## src/hw/rtl/exchange_sort_min_max_macros.svh

```systemverilog
// ----------------------------------------------------------------------------
// Exchange sort with minimum and maximum: assertion macros
// Shared property forms for the checks at the end of the top level.
// ----------------------------------------------------------------------------
`ifndef EXCHANGE_SORT_MIN_MAX_MACROS_SVH
`define EXCHANGE_SORT_MIN_MAX_MACROS_SVH

// Consequent holds in the same cycle as the antecedent.
`define ESM_ASSERT_SAME(label, ante, cons, msg) \
  label: assert property (@(posedge clk) disable iff (!rst_n) (ante) |-> (cons)) \
    else $error(msg);

// Consequent holds in the cycle after the antecedent.
`define ESM_ASSERT_NEXT(label, ante, cons, msg) \
  label: assert property (@(posedge clk) disable iff (!rst_n) (ante) |=> (cons)) \
    else $error(msg);

`endif

```

## src/hw/rtl/esm_pkg.sv

```systemverilog
// ----------------------------------------------------------------------------
// Exchange sort with minimum and maximum: package
// Word widths and the sequencer state type.
// ----------------------------------------------------------------------------
`default_nettype none

package esm_pkg;

  localparam int DATA_W = 32;
  localparam int POS_W  = 6;

  typedef enum logic [7:0] {
    S_LOAD = 8'b0000_0001,
    S_LDI  = 8'b0000_0010,
    S_PASS = 8'b0000_0100,
    S_WRI  = 8'b0000_1000,
    S_MIN  = 8'b0001_0000,
    S_MAX  = 8'b0010_0000,
    S_OUT0 = 8'b0100_0000,
    S_OUT  = 8'b1000_0000
  } state_t;

endpackage

`default_nettype wire

```

## src/hw/rtl/esm_store.sv

```systemverilog
// ----------------------------------------------------------------------------
// Exchange sort with minimum and maximum: element store
// Single write port, single read port memory with registered read data.
// ----------------------------------------------------------------------------
`default_nettype none

module esm_store
  import esm_pkg::*;
#(
  parameter int DEPTH = 64,
  parameter int AW    = 6
) (
  input  wire logic                     clk,
  input  wire logic                     we,
  input  wire logic [AW-1:0]            waddr,
  input  wire logic signed [DATA_W-1:0] wdata,
  input  wire logic [AW-1:0]            raddr,
  output logic signed [DATA_W-1:0]      rdata_r
);

  logic signed [DATA_W-1:0] mem [DEPTH];

  always_ff @(posedge clk) begin
    if (we) begin
      mem[waddr] <= wdata;
    end
    rdata_r <= mem[raddr];
  end

endmodule

`default_nettype wire

```

## src/hw/rtl/exchange_sort_min_max.sv

```systemverilog
// ----------------------------------------------------------------------------
// Exchange sort with minimum and maximum: top level
// Loads a set of signed words, sorts it in place and emits it in order.
// ----------------------------------------------------------------------------
// A word is offered on in_value_in with start high and is taken when busy is
// low. The word with in_last_in high closes the set. Words beyond
// MAX_ELEMENTS are dropped and the set is flagged as overflowed. After the
// closing word the block is busy while it sorts the n stored words in the
// element store: each pass reads position i, then streams the later
// positions through one comparator at one word per cycle, writing back on a
// swap; the streaming is set by the single read port of the store. The
// states S_MIN, S_MAX and S_OUT0 then fetch the minimum and maximum, and n
// results follow on consecutive cycles, each marked by out_strobe for one
// cycle, with the last one flagged by out_last_out.
// The receiver cannot stall; results must be taken as they appear.
// Reset clears the fill count, the overflow flag and the sequencer; the
// store itself is not cleared, as only written entries are ever read.
// ----------------------------------------------------------------------------
`default_nettype none
`include "exchange_sort_min_max_macros.svh"

module exchange_sort_min_max
  import esm_pkg::*;
#(
  parameter int MAX_ELEMENTS = 64
) (
  input  wire logic                     clk,
  input  wire logic                     rst_n,
  input  wire logic                     start,
  output logic                          busy,
  input  wire logic signed [DATA_W-1:0] in_value_in,
  input  wire logic                     in_last_in,
  output logic                          out_strobe,
  output logic signed [DATA_W-1:0]      out_sorted_value,
  output logic [POS_W-1:0]              out_position,
  output logic                          out_last_out,
  output logic signed [DATA_W-1:0]      out_smallest,
  output logic signed [DATA_W-1:0]      out_largest,
  output logic                          out_overflowed
);

  localparam int AW = $clog2(MAX_ELEMENTS);
  localparam int CW = $clog2(MAX_ELEMENTS + 1);

  state_t                   state_r, state_nxt;
  logic [CW-1:0]            fill_r, fill_nxt;
  logic [CW-1:0]            n_r, n_nxt;
  logic                     ovf_r, ovf_nxt;
  logic [AW-1:0]            i_r, i_nxt;
  logic [AW-1:0]            pj_r, pj_nxt;
  logic [AW-1:0]            k_r, k_nxt;
  logic signed [DATA_W-1:0] cur_r, cur_nxt;
  logic signed [DATA_W-1:0] lo_r, lo_nxt;
  logic signed [DATA_W-1:0] hi_r, hi_nxt;

  logic                     mem_we;
  logic [AW-1:0]            mem_waddr;
  logic signed [DATA_W-1:0] mem_wdata;
  logic [AW-1:0]            mem_raddr;
  logic signed [DATA_W-1:0] mem_rdata;

  logic                     has_room;
  logic [CW-1:0]            count_after;
  logic                     final_out;

  esm_store #(
    .DEPTH (MAX_ELEMENTS),
    .AW    (AW)
  ) u_store (
    .clk     (clk),
    .we      (mem_we),
    .waddr   (mem_waddr),
    .wdata   (mem_wdata),
    .raddr   (mem_raddr),
    .rdata_r (mem_rdata)
  );

  assign has_room    = fill_r < CW'(MAX_ELEMENTS);
  assign count_after = has_room ? fill_r + CW'(1) : fill_r;
  assign final_out   = (CW'(k_r) + CW'(1)) == n_r;

  always_comb begin
    state_nxt = state_r;
    fill_nxt  = fill_r;
    n_nxt     = n_r;
    ovf_nxt   = ovf_r;
    i_nxt     = i_r;
    pj_nxt    = pj_r;
    k_nxt     = k_r;
    cur_nxt   = cur_r;
    lo_nxt    = lo_r;
    hi_nxt    = hi_r;
    mem_we    = 1'b0;
    mem_waddr = fill_r[AW-1:0];
    mem_wdata = in_value_in;
    mem_raddr = '0;
    case (state_r)
      S_LOAD: begin
        if (start) begin
          if (has_room) begin
            mem_we   = 1'b1;
            fill_nxt = count_after;
          end else begin
            ovf_nxt = 1'b1;
          end
          if (in_last_in) begin
            n_nxt = count_after;
            i_nxt = '0;
            if (count_after > CW'(1)) begin
              state_nxt = S_LDI;
            end else begin
              state_nxt = S_MIN;
            end
          end
        end
      end
      S_LDI: begin
        cur_nxt   = mem_rdata;
        mem_raddr = i_r + AW'(1);
        pj_nxt    = i_r + AW'(1);
        state_nxt = S_PASS;
      end
      S_PASS: begin
        if (cur_r > mem_rdata) begin
          mem_we    = 1'b1;
          mem_waddr = pj_r;
          mem_wdata = cur_r;
          cur_nxt   = mem_rdata;
        end
        if ((CW'(pj_r) + CW'(1)) < n_r) begin
          mem_raddr = pj_r + AW'(1);
          pj_nxt    = pj_r + AW'(1);
        end else begin
          state_nxt = S_WRI;
        end
      end
      S_WRI: begin
        mem_we    = 1'b1;
        mem_waddr = i_r;
        mem_wdata = cur_r;
        if ((CW'(i_r) + CW'(2)) < n_r) begin
          i_nxt     = i_r + AW'(1);
          mem_raddr = i_r + AW'(1);
          state_nxt = S_LDI;
        end else begin
          state_nxt = S_MIN;
        end
      end
      S_MIN: begin
        mem_raddr = '0;
        state_nxt = S_MAX;
      end
      S_MAX: begin
        lo_nxt    = mem_rdata;
        mem_raddr = AW'(n_r - CW'(1));
        state_nxt = S_OUT0;
      end
      S_OUT0: begin
        hi_nxt    = mem_rdata;
        mem_raddr = '0;
        k_nxt     = '0;
        state_nxt = S_OUT;
      end
      S_OUT: begin
        mem_raddr = k_r + AW'(1);
        if (final_out) begin
          fill_nxt  = '0;
          ovf_nxt   = 1'b0;
          state_nxt = S_LOAD;
        end else begin
          k_nxt = k_r + AW'(1);
        end
      end
      default: begin
        state_nxt = S_LOAD;
      end
    endcase
  end

  always_ff @(posedge clk) begin
    if (!rst_n) begin
      state_r <= S_LOAD;
      fill_r  <= '0;
      n_r     <= '0;
      ovf_r   <= 1'b0;
      i_r     <= '0;
      pj_r    <= '0;
      k_r     <= '0;
    end else begin
      state_r <= state_nxt;
      fill_r  <= fill_nxt;
      n_r     <= n_nxt;
      ovf_r   <= ovf_nxt;
      i_r     <= i_nxt;
      pj_r    <= pj_nxt;
      k_r     <= k_nxt;
    end
  end

  always_ff @(posedge clk) begin
    cur_r <= cur_nxt;
    lo_r  <= lo_nxt;
    hi_r  <= hi_nxt;
  end

  assign busy             = state_r != S_LOAD;
  assign out_strobe       = state_r == S_OUT;
  assign out_sorted_value = mem_rdata;
  assign out_position     = POS_W'(k_r);
  assign out_last_out     = out_strobe && final_out;
  assign out_smallest     = lo_r;
  assign out_largest      = hi_r;
  assign out_overflowed   = ovf_r;

  `ESM_ASSERT_SAME(a_result_in_range, out_strobe,
    (out_smallest <= out_sorted_value) && (out_sorted_value <= out_largest),
    "Result word lies outside the reported minimum and maximum.")
  `ESM_ASSERT_NEXT(a_results_contiguous, out_strobe && !out_last_out, out_strobe,
    "Result stream broke off before the final word.")
  `ESM_ASSERT_NEXT(a_plain_load_silent, start && !busy && !in_last_in,
    !out_strobe && !busy, "A word that does not close the set caused activity.")
  `ESM_ASSERT_NEXT(a_last_frees_block, out_last_out, !busy && !out_overflowed,
    "Block did not return to loading after the final result.")

endmodule

`default_nettype wire
```

## config.mk

```make
export PLATFORM = sky130hd
export DESIGN_NAME = exchange_sort_min_max
export DESIGN_NICKNAME = d
export VERILOG_FILES = /design/src/hw/rtl/esm_pkg.sv /design/src/hw/rtl/esm_store.sv /design/src/hw/rtl/exchange_sort_min_max.sv
export VERILOG_INCLUDE_DIRS = /design/src /design/src/hw/rtl
export SDC_FILE = /design/constraint.sdc
export NUM_CORES = 2
export LEC_CHECK = 0
export ABC_AREA = 1
export BUFFER_PORTS_ARGS = -buffer_cell sky130_fd_sc_hd__buf_2
export CAP_MARGIN = 20
export CORE_UTILIZATION = 30
export CTS_CLUSTER_SIZE = 30
export DETAILED_ROUTE_END_ITERATION = 12
export SLEW_MARGIN = 10
export SYNTH_ARGS = -nofsm -noshare
export SYNTH_HDL_FRONTEND = slang
export SYNTH_SLANG_ARGS = --single-unit
```

## constraint.sdc

```tcl
create_clock -name clk -period 6.3 [get_ports clk]
set_clock_uncertainty 0.1 [all_clocks]
set_input_delay 1.26 -clock clk [delete_from_list [all_inputs] [get_ports clk]]
set_output_delay 1.26 -clock clk [all_outputs]
set_load 0.005 [all_outputs]
```

# --- After elaboration in Yosys (flattened, before gate mapping) ---
# Memory sizes are Yosys's and may differ from the RTL's. A register that Yosys moved wholly into a read port is not among the register bits.
# Cells that the tools add are included.
word_totals:
  ramBits: 2048
  ff_bits: 137
  in_bits: 36
  output_inout_bits: 106
  mem_count: 1
  elab_cells: 96
op_classes:
  muxes: 39
  n_addsub: 8
  reduce_logical: 13
  magnitude_cmp: 5
  eq_ne: 20
memory_table:
  columns: ["memory", "words", "word_bits", "read_ports", "rd_ports_with_merged_regs", "write_ports", "line_no", "source"]
  rows:
  - ["u_store.mem", 64, 32, 1, 1, 1, "esm_store.sv:21", "logic signed [DATA_W-1:0] mem [DEPTH];"]
ops:
  columns: ["op", "n"]
  rows:
  - ["$pmux 32 s2", 2]
  - ["$mux 32", 2]
  - ["$pmux 8 s8", 1]
  - ["$mux 6", 8]
  - ["$pmux 6 s2", 4]
  - ["$gt 32x32->1", 1]
  - ["$mux 8", 4]
  - ["$pmux 6 s5", 1]
  - ["$mux 7", 4]
  - ["$add 6x1->6 const B", 3]
  - ["$ne 2x2->1 const B", 9]
  - ["$reduce_and 4->1", 4]
  - ["$add 6x1->7 const B", 2]
  - ["$lt 7x7->1", 2]
  - ["$pmux 7 s2", 1]
  - ["$mux 5", 2]
  - ["$eq 8x1->1 const B", 1]
  - ["$eq 8x2->1 const B", 1]
  - ["$eq 8x3->1 const B", 1]
  - ["$eq 8x4->1 const B", 1]
  - ["$eq 8x5->1 const B", 1]
  - ["$eq 8x6->1 const B", 1]
  - ["$eq 8x7->1 const B", 1]
  - ["$eq 8x8->1 const B", 1]
  - ["other kinds (15)", 27]

# --- Depth between registers and ports, before layout ---
logic_depth:
  ltp_word: 7
  mapped_depth: 22
  ltp_nobuf: 22

# --- Cells and area by module ---
# Synthesis repeated with hierarchy kept, for this count alone.
unflattened:
  cells_unflattened: 7773
  area_unflattened_um2: 90933.5
modules_own_cells:
  columns: ["mod", "n_inst", "cells_each", "seq_area_each_um2", "area_each_um2"]
  rows:
  - ["esm_store", 1, 6769, 62139.6, 82738.1]
  - ["exchange_sort_min_max", 1, 1004, 3703.6, 8195.4]

# --- Worst setup path before layout ---
# Ideal clock, no wire load.
synth_path:
  kind: "register to register"
  start: "register u_store.rdata_r[31], read port of u_store.mem"
  end: "register cur_r[0] (enable)"
  required_time_ns: 5.734
  path_buffers: 2
  setup_ns: 0.466
  path_stages_with_launch: 13
  t_arrival_ns: 4.229
  synth_period_minus_slack_ns: 4.795
  setup_slack_ns: 1.505
  cell_sequence: "dfxtp_1 inv_1 ha_1 a21oi_1 o21a_1 nand2_1 a21oi_1 nand2_1 nand2_2 nand3_2 buf_2 clkbuf_1 o21ai_0"
synth_via:
  elab_chain_len: 3
synth_lines:
  columns: ["element", "line_no", "source"]
  rows:
  - ["from (decl)", "esm_store.sv:18", "output logic signed [DATA_W-1:0] rdata_r"]
  - ["$gt 32x32->1", "exchange_sort_min_max.sv:124", "if (cur_r > mem_rdata) begin"]
  - ["$ne 2x2->1 (no source line)", null, null]
  - ["$reduce_and 2->1 (no source line)", null, null]
  - ["to (signal assigned)", "exchange_sort_min_max.sv:201", "cur_r <= cur_nxt;"]
  - ["to (decl)", "exchange_sort_min_max.sv:52", "logic signed [DATA_W-1:0] cur_r, cur_nxt;"]
# Every way passes these cells.
# A chain may end at the register's enable or synchronous reset.

# --- Worst setup path after layout ---
layout_path:
  start: "register u_store.rdata_r[19], read port of u_store.mem"
  end: "memory u_store.mem[33][28] (enable)"
layout_via:
  elab_chain_len: 5
  elab_cells_between_ends: 7
  cone_classes: "order compare: 1; mux: 6"
layout_lines:
  columns: ["element", "line_no", "source"]
  rows:
  - ["$gt 32x32->1 (*)", "exchange_sort_min_max.sv:124", null]
  - ["$mux 1", "exchange_sort_min_max.sv:124", null]
  - ["$pmux 1 s3", "exchange_sort_min_max.sv:97", "case (state_r)"]
  - ["$mux 1", "esm_store.sv:24", "if (we) begin"]
  - ["$mux 1 (implied by the code)", "esm_store.sv:25", "mem[waddr] <= wdata;"]
  - ["to (decl)", "esm_store.sv:21", null]
# Mark *: on every way between the ends. The rest lies on a longest branch, timed or not.

==> flow_metrics.tcl <==
set metrics [dict create \
    grt_overflow 0 \
    setup-tns-final_ns 0 \
    wirelength_mm 280 \
    whs_path_depth 2 \
    cts_buffer_depth 3 \
    worstSetupPathType "reg2reg" \
    cts.sinks 2217 \
    holdCritPathClass "reg2reg" \
    boundaryPins 142 \
    grtUsageTotal 0.171 \
    numCtsBuffers 219 \
    ys_warn_count 0 \
    p_comb_frac 0.121 \
    grt_max_degree 161 \
    power.switching_uw 9080 \
    ys.flop_type "edfxtp_1" \
    async_flop_share 0 \
    dr_total_vias 64000 \
    rows 206 \
    r2r_cells 17 \
    syn-num-nets 8608 \
    p_clk_frac 0.386 \
    avgRoutedWirePerCell_um 21.6 \
    endpoint_kind "register" \
    drtIter0Drc 8479 \
    arrival_ns 5.54 \
    die_x_um 565 \
    slew_viol_final 0 \
    fp.coreArea_um2 315000 \
    worstPathRequired_ns 6.69 \
    synthCells 8522 \
    crit_slowest_cell "nor2_4" \
    cp-start-kind "register" \
    antenna_found_initial 15 \
    syn_area_um2 95200 \
    status "finished, final reports clean" \
    yosys.cell_types.count 48 \
    cp-startpoint "u_store.rdata_r[19]" \
    drive_above_1_share 0.0881 \
    cts-resized-gates 0 \
    fin_crit_sh 0.817 \
    worstPathCellList "inv_1 > ha_1 > a21oi_1 > nand2_1 > nand2_1 > nand2_1 > a21oi_1 > nand2_1 > nand2_2 > nand3_2 > nand2_1 > nand3_1 > nand2_1 > inv_1 > nor2_1 > nand2_1 > nor2_4" \
    total_leakage_power_uw 0.0409 \
    synthToLayoutAreaGrowth_pct 14.1 \
    die_h_um 565 \
    synth_top_area_cell "edfxtp_1" \
    synth_edf_count 2144 \
    slowest_delay_ns 1.14 \
    cap_violations 0 \
    cts_hold_buf 0 \
    nets 8709 \
    viasPerCell 4.93 \
    power_frac_seq 0.494 \
    setup_violations 0 \
    relSlewSlack 0.221 \
    grt_pass1_vias 59300 \
    critPathMaxFanout 32 \
    synth_area_leaders "edfxtp_1 68%, nand3_1 7.2%, nand2_1 7.0%" \
    rsz0062_at_grt "false" \
    max_clock_freq_ghz 0.194 \
    post-cts-setup-buffers 0 \
    sw_frac_of_total 0.264 \
    yosysSeqAreaShare 0.691 \
    final_core_util 0.345 \
    cts.clk_slew.worst_paths_ns 0.06 \
    h-tree-depth 4 \
    cpMostUsedCell "nand2_1" \
    worst_pin_slew_ns 1.17 \
    synth_top_area_frac 0.676 \
    power_density_nw_per_um2 317 \
    hold_violations 0 \
    r2r-start "u_store.rdata_r[19]" \
    portBuffers 141 \
    first_pass_iters 6 \
    grt_pass1_wl_mm 407 \
    period_minus_slack_ns 5.15 \
    hpwlAfterDp_mm 165 \
    synth_area_per_cell_um2 11.2 \
    ant_nets 0 \
    ctsRootBufferMaster "clkbuf_16" \
    fillers 30800 \
    min_from "out_overflowed" \
    routabilityCongestion 0.905 \
    start_util 0.302 \
    fp.dieArea_um2 320000 \
    clock_latency_ns 0.89 \
    ys_ff_latch 2217 \
    drc 0 \
    cts_tree "yes" \
    ir_drop_mv 0.263 \
    p_int_uw 25300 \
]
==> stage by stage <==
step           area [um^2]  hold slack, ns  total power (uW)  std cells  worst slack (ns)
3_3_place_gp        101000           0.341             21300      12500              1.15
5_1_grt             109000           0.393             35400      13000             0.862
4_1_cts             108000           0.359             34500      13000              1.23
6_report            109000           0.354             34400      13000              1.15
2_1_floorplan        95200           0.340             19500       8522              1.51
3_5_place_dp        101000           0.349             21300      12600              1.25
==> cells in the final DEF, fill, tap and decap left out, types with 4 or more instances in the layout <==
cell type,count
inv_1,1559
bufinv_16,24
nor2_1,71
dfxtp_1,73
inv_6,8
nand2_2,9
nor3b_1,5
inv_2,8
clkinvlp_4,4
nand3_1,1375
o22ai_1,4
clkinv_16,5
nand3_4,4
nor2_2,5
xor2_1,15
clkbuf_8,9
a21oi_1,83
a211oi_1,6
buf_4,159
clkbuf_16,223
nand2_1,1776
nand4_1,16
ha_1,50
nor3_1,10
o21a_1,4
clkbuf_1,47
o211ai_1,509
o21ai_0,227
diode_2,8
edfxtp_1,2144
clkinv_1,40
buf_12,40
clkinv_2,39
nor2_4,68
buf_16,7
buf_2,141
==> worst paths after layout <==
check	to	slack, ns
setup / recovery	u_store.mem[33][28]	1.15
hold / removal	out_overflowed	0.35
setup reg to reg	u_store.mem[33][28]	1.15
hold reg to reg	out_overflowed	0.35
==> critical path, delay by kind of cell, from the launching register on <==
family	cells	cell delay [ns]
compound gates	2	0.38
fa+ha+maj	1	0.34
buf+inv	2	0.16
flops	1	0.82
simple gates	12	2.87
==> layer usage <==
layer  track usage  wire length (um)
met4        0.0655             10300
met2         0.254            121000
met3        0.0346             29400
met5       0.00298               153
met1         0.245            119000
==> power by group through the flow <==
stage	clock network (uW)	logic, uW	registers, uW
finish	13300	4150	17000
global route	14000	4460	17000
CTS	13400	4070	17000
detailed placement	0	4060	17300
global placement	0	4020	17200
floorplan	0	2320	17200
==> area by class of cell <==
class                   instances  area [um^2]  share of cell area
diodes                          8         20.0            0.000184
inverters                    1572         5920              0.0545
repair buffers                348         2910              0.0268
clock buffers                 279         5880              0.0541
multi-input cells            4265        21400               0.197
flip-flops and latches       2217        65800               0.606
well taps                    4160         5200              0.0479
clock inverters               124         1410              0.0129
==> flip-flops by register name, summed over array words and instances (netlist names), 6 cells and up <==
register,cells
u_store.rdata_r,32
fill_r,7
out_largest,32
state_r,8
out_position,6
pj_r,6
u_store.mem,2048
i_r,6
out_smallest,32
cur_r,32
n_r,7
==> cells by family (layout without fill, tap and decap cells) <==
kind of cell | Yosys count | in the layout | synth area share
fa+ha+maj | 50 | 50 | 0.00657
other cells | 0 | 8 | 0
simple gates | 3350 | 3350 | 0.153
buf+inv | 2040 | 2323 | 0.0891
xor+xnor | 18 | 18 | 0.00166
compound gates | 847 | 847 | 0.0586
flops | 2217 | 2217 | 0.691
==> Yosys cell counts, types with 3 or more instances <==
cell,count
xor2_1,15
dfxtp_1,73
o211ai_1,509
a211oi_1,6
nor2_1,134
inv_2,8
buf_2,293
buf_6,25
nor3b_1,5
o21a_1,4
a21oi_1,83
buf_4,61
nand2_1,1776
nor3_1,10
nand4_1,16
nand3_1,1376
o22ai_1,4
nand2_2,9
clkbuf_1,57
nor2_2,5
inv_1,1561
nand2_4,3
edfxtp_1,2144
o21ai_0,228
ha_1,50
buf_1,29
xnor2_1,3
nand3_2,5
nor2_4,5
o21ai_1,3
No activity file was read; power rests on OpenSTA's default activity.
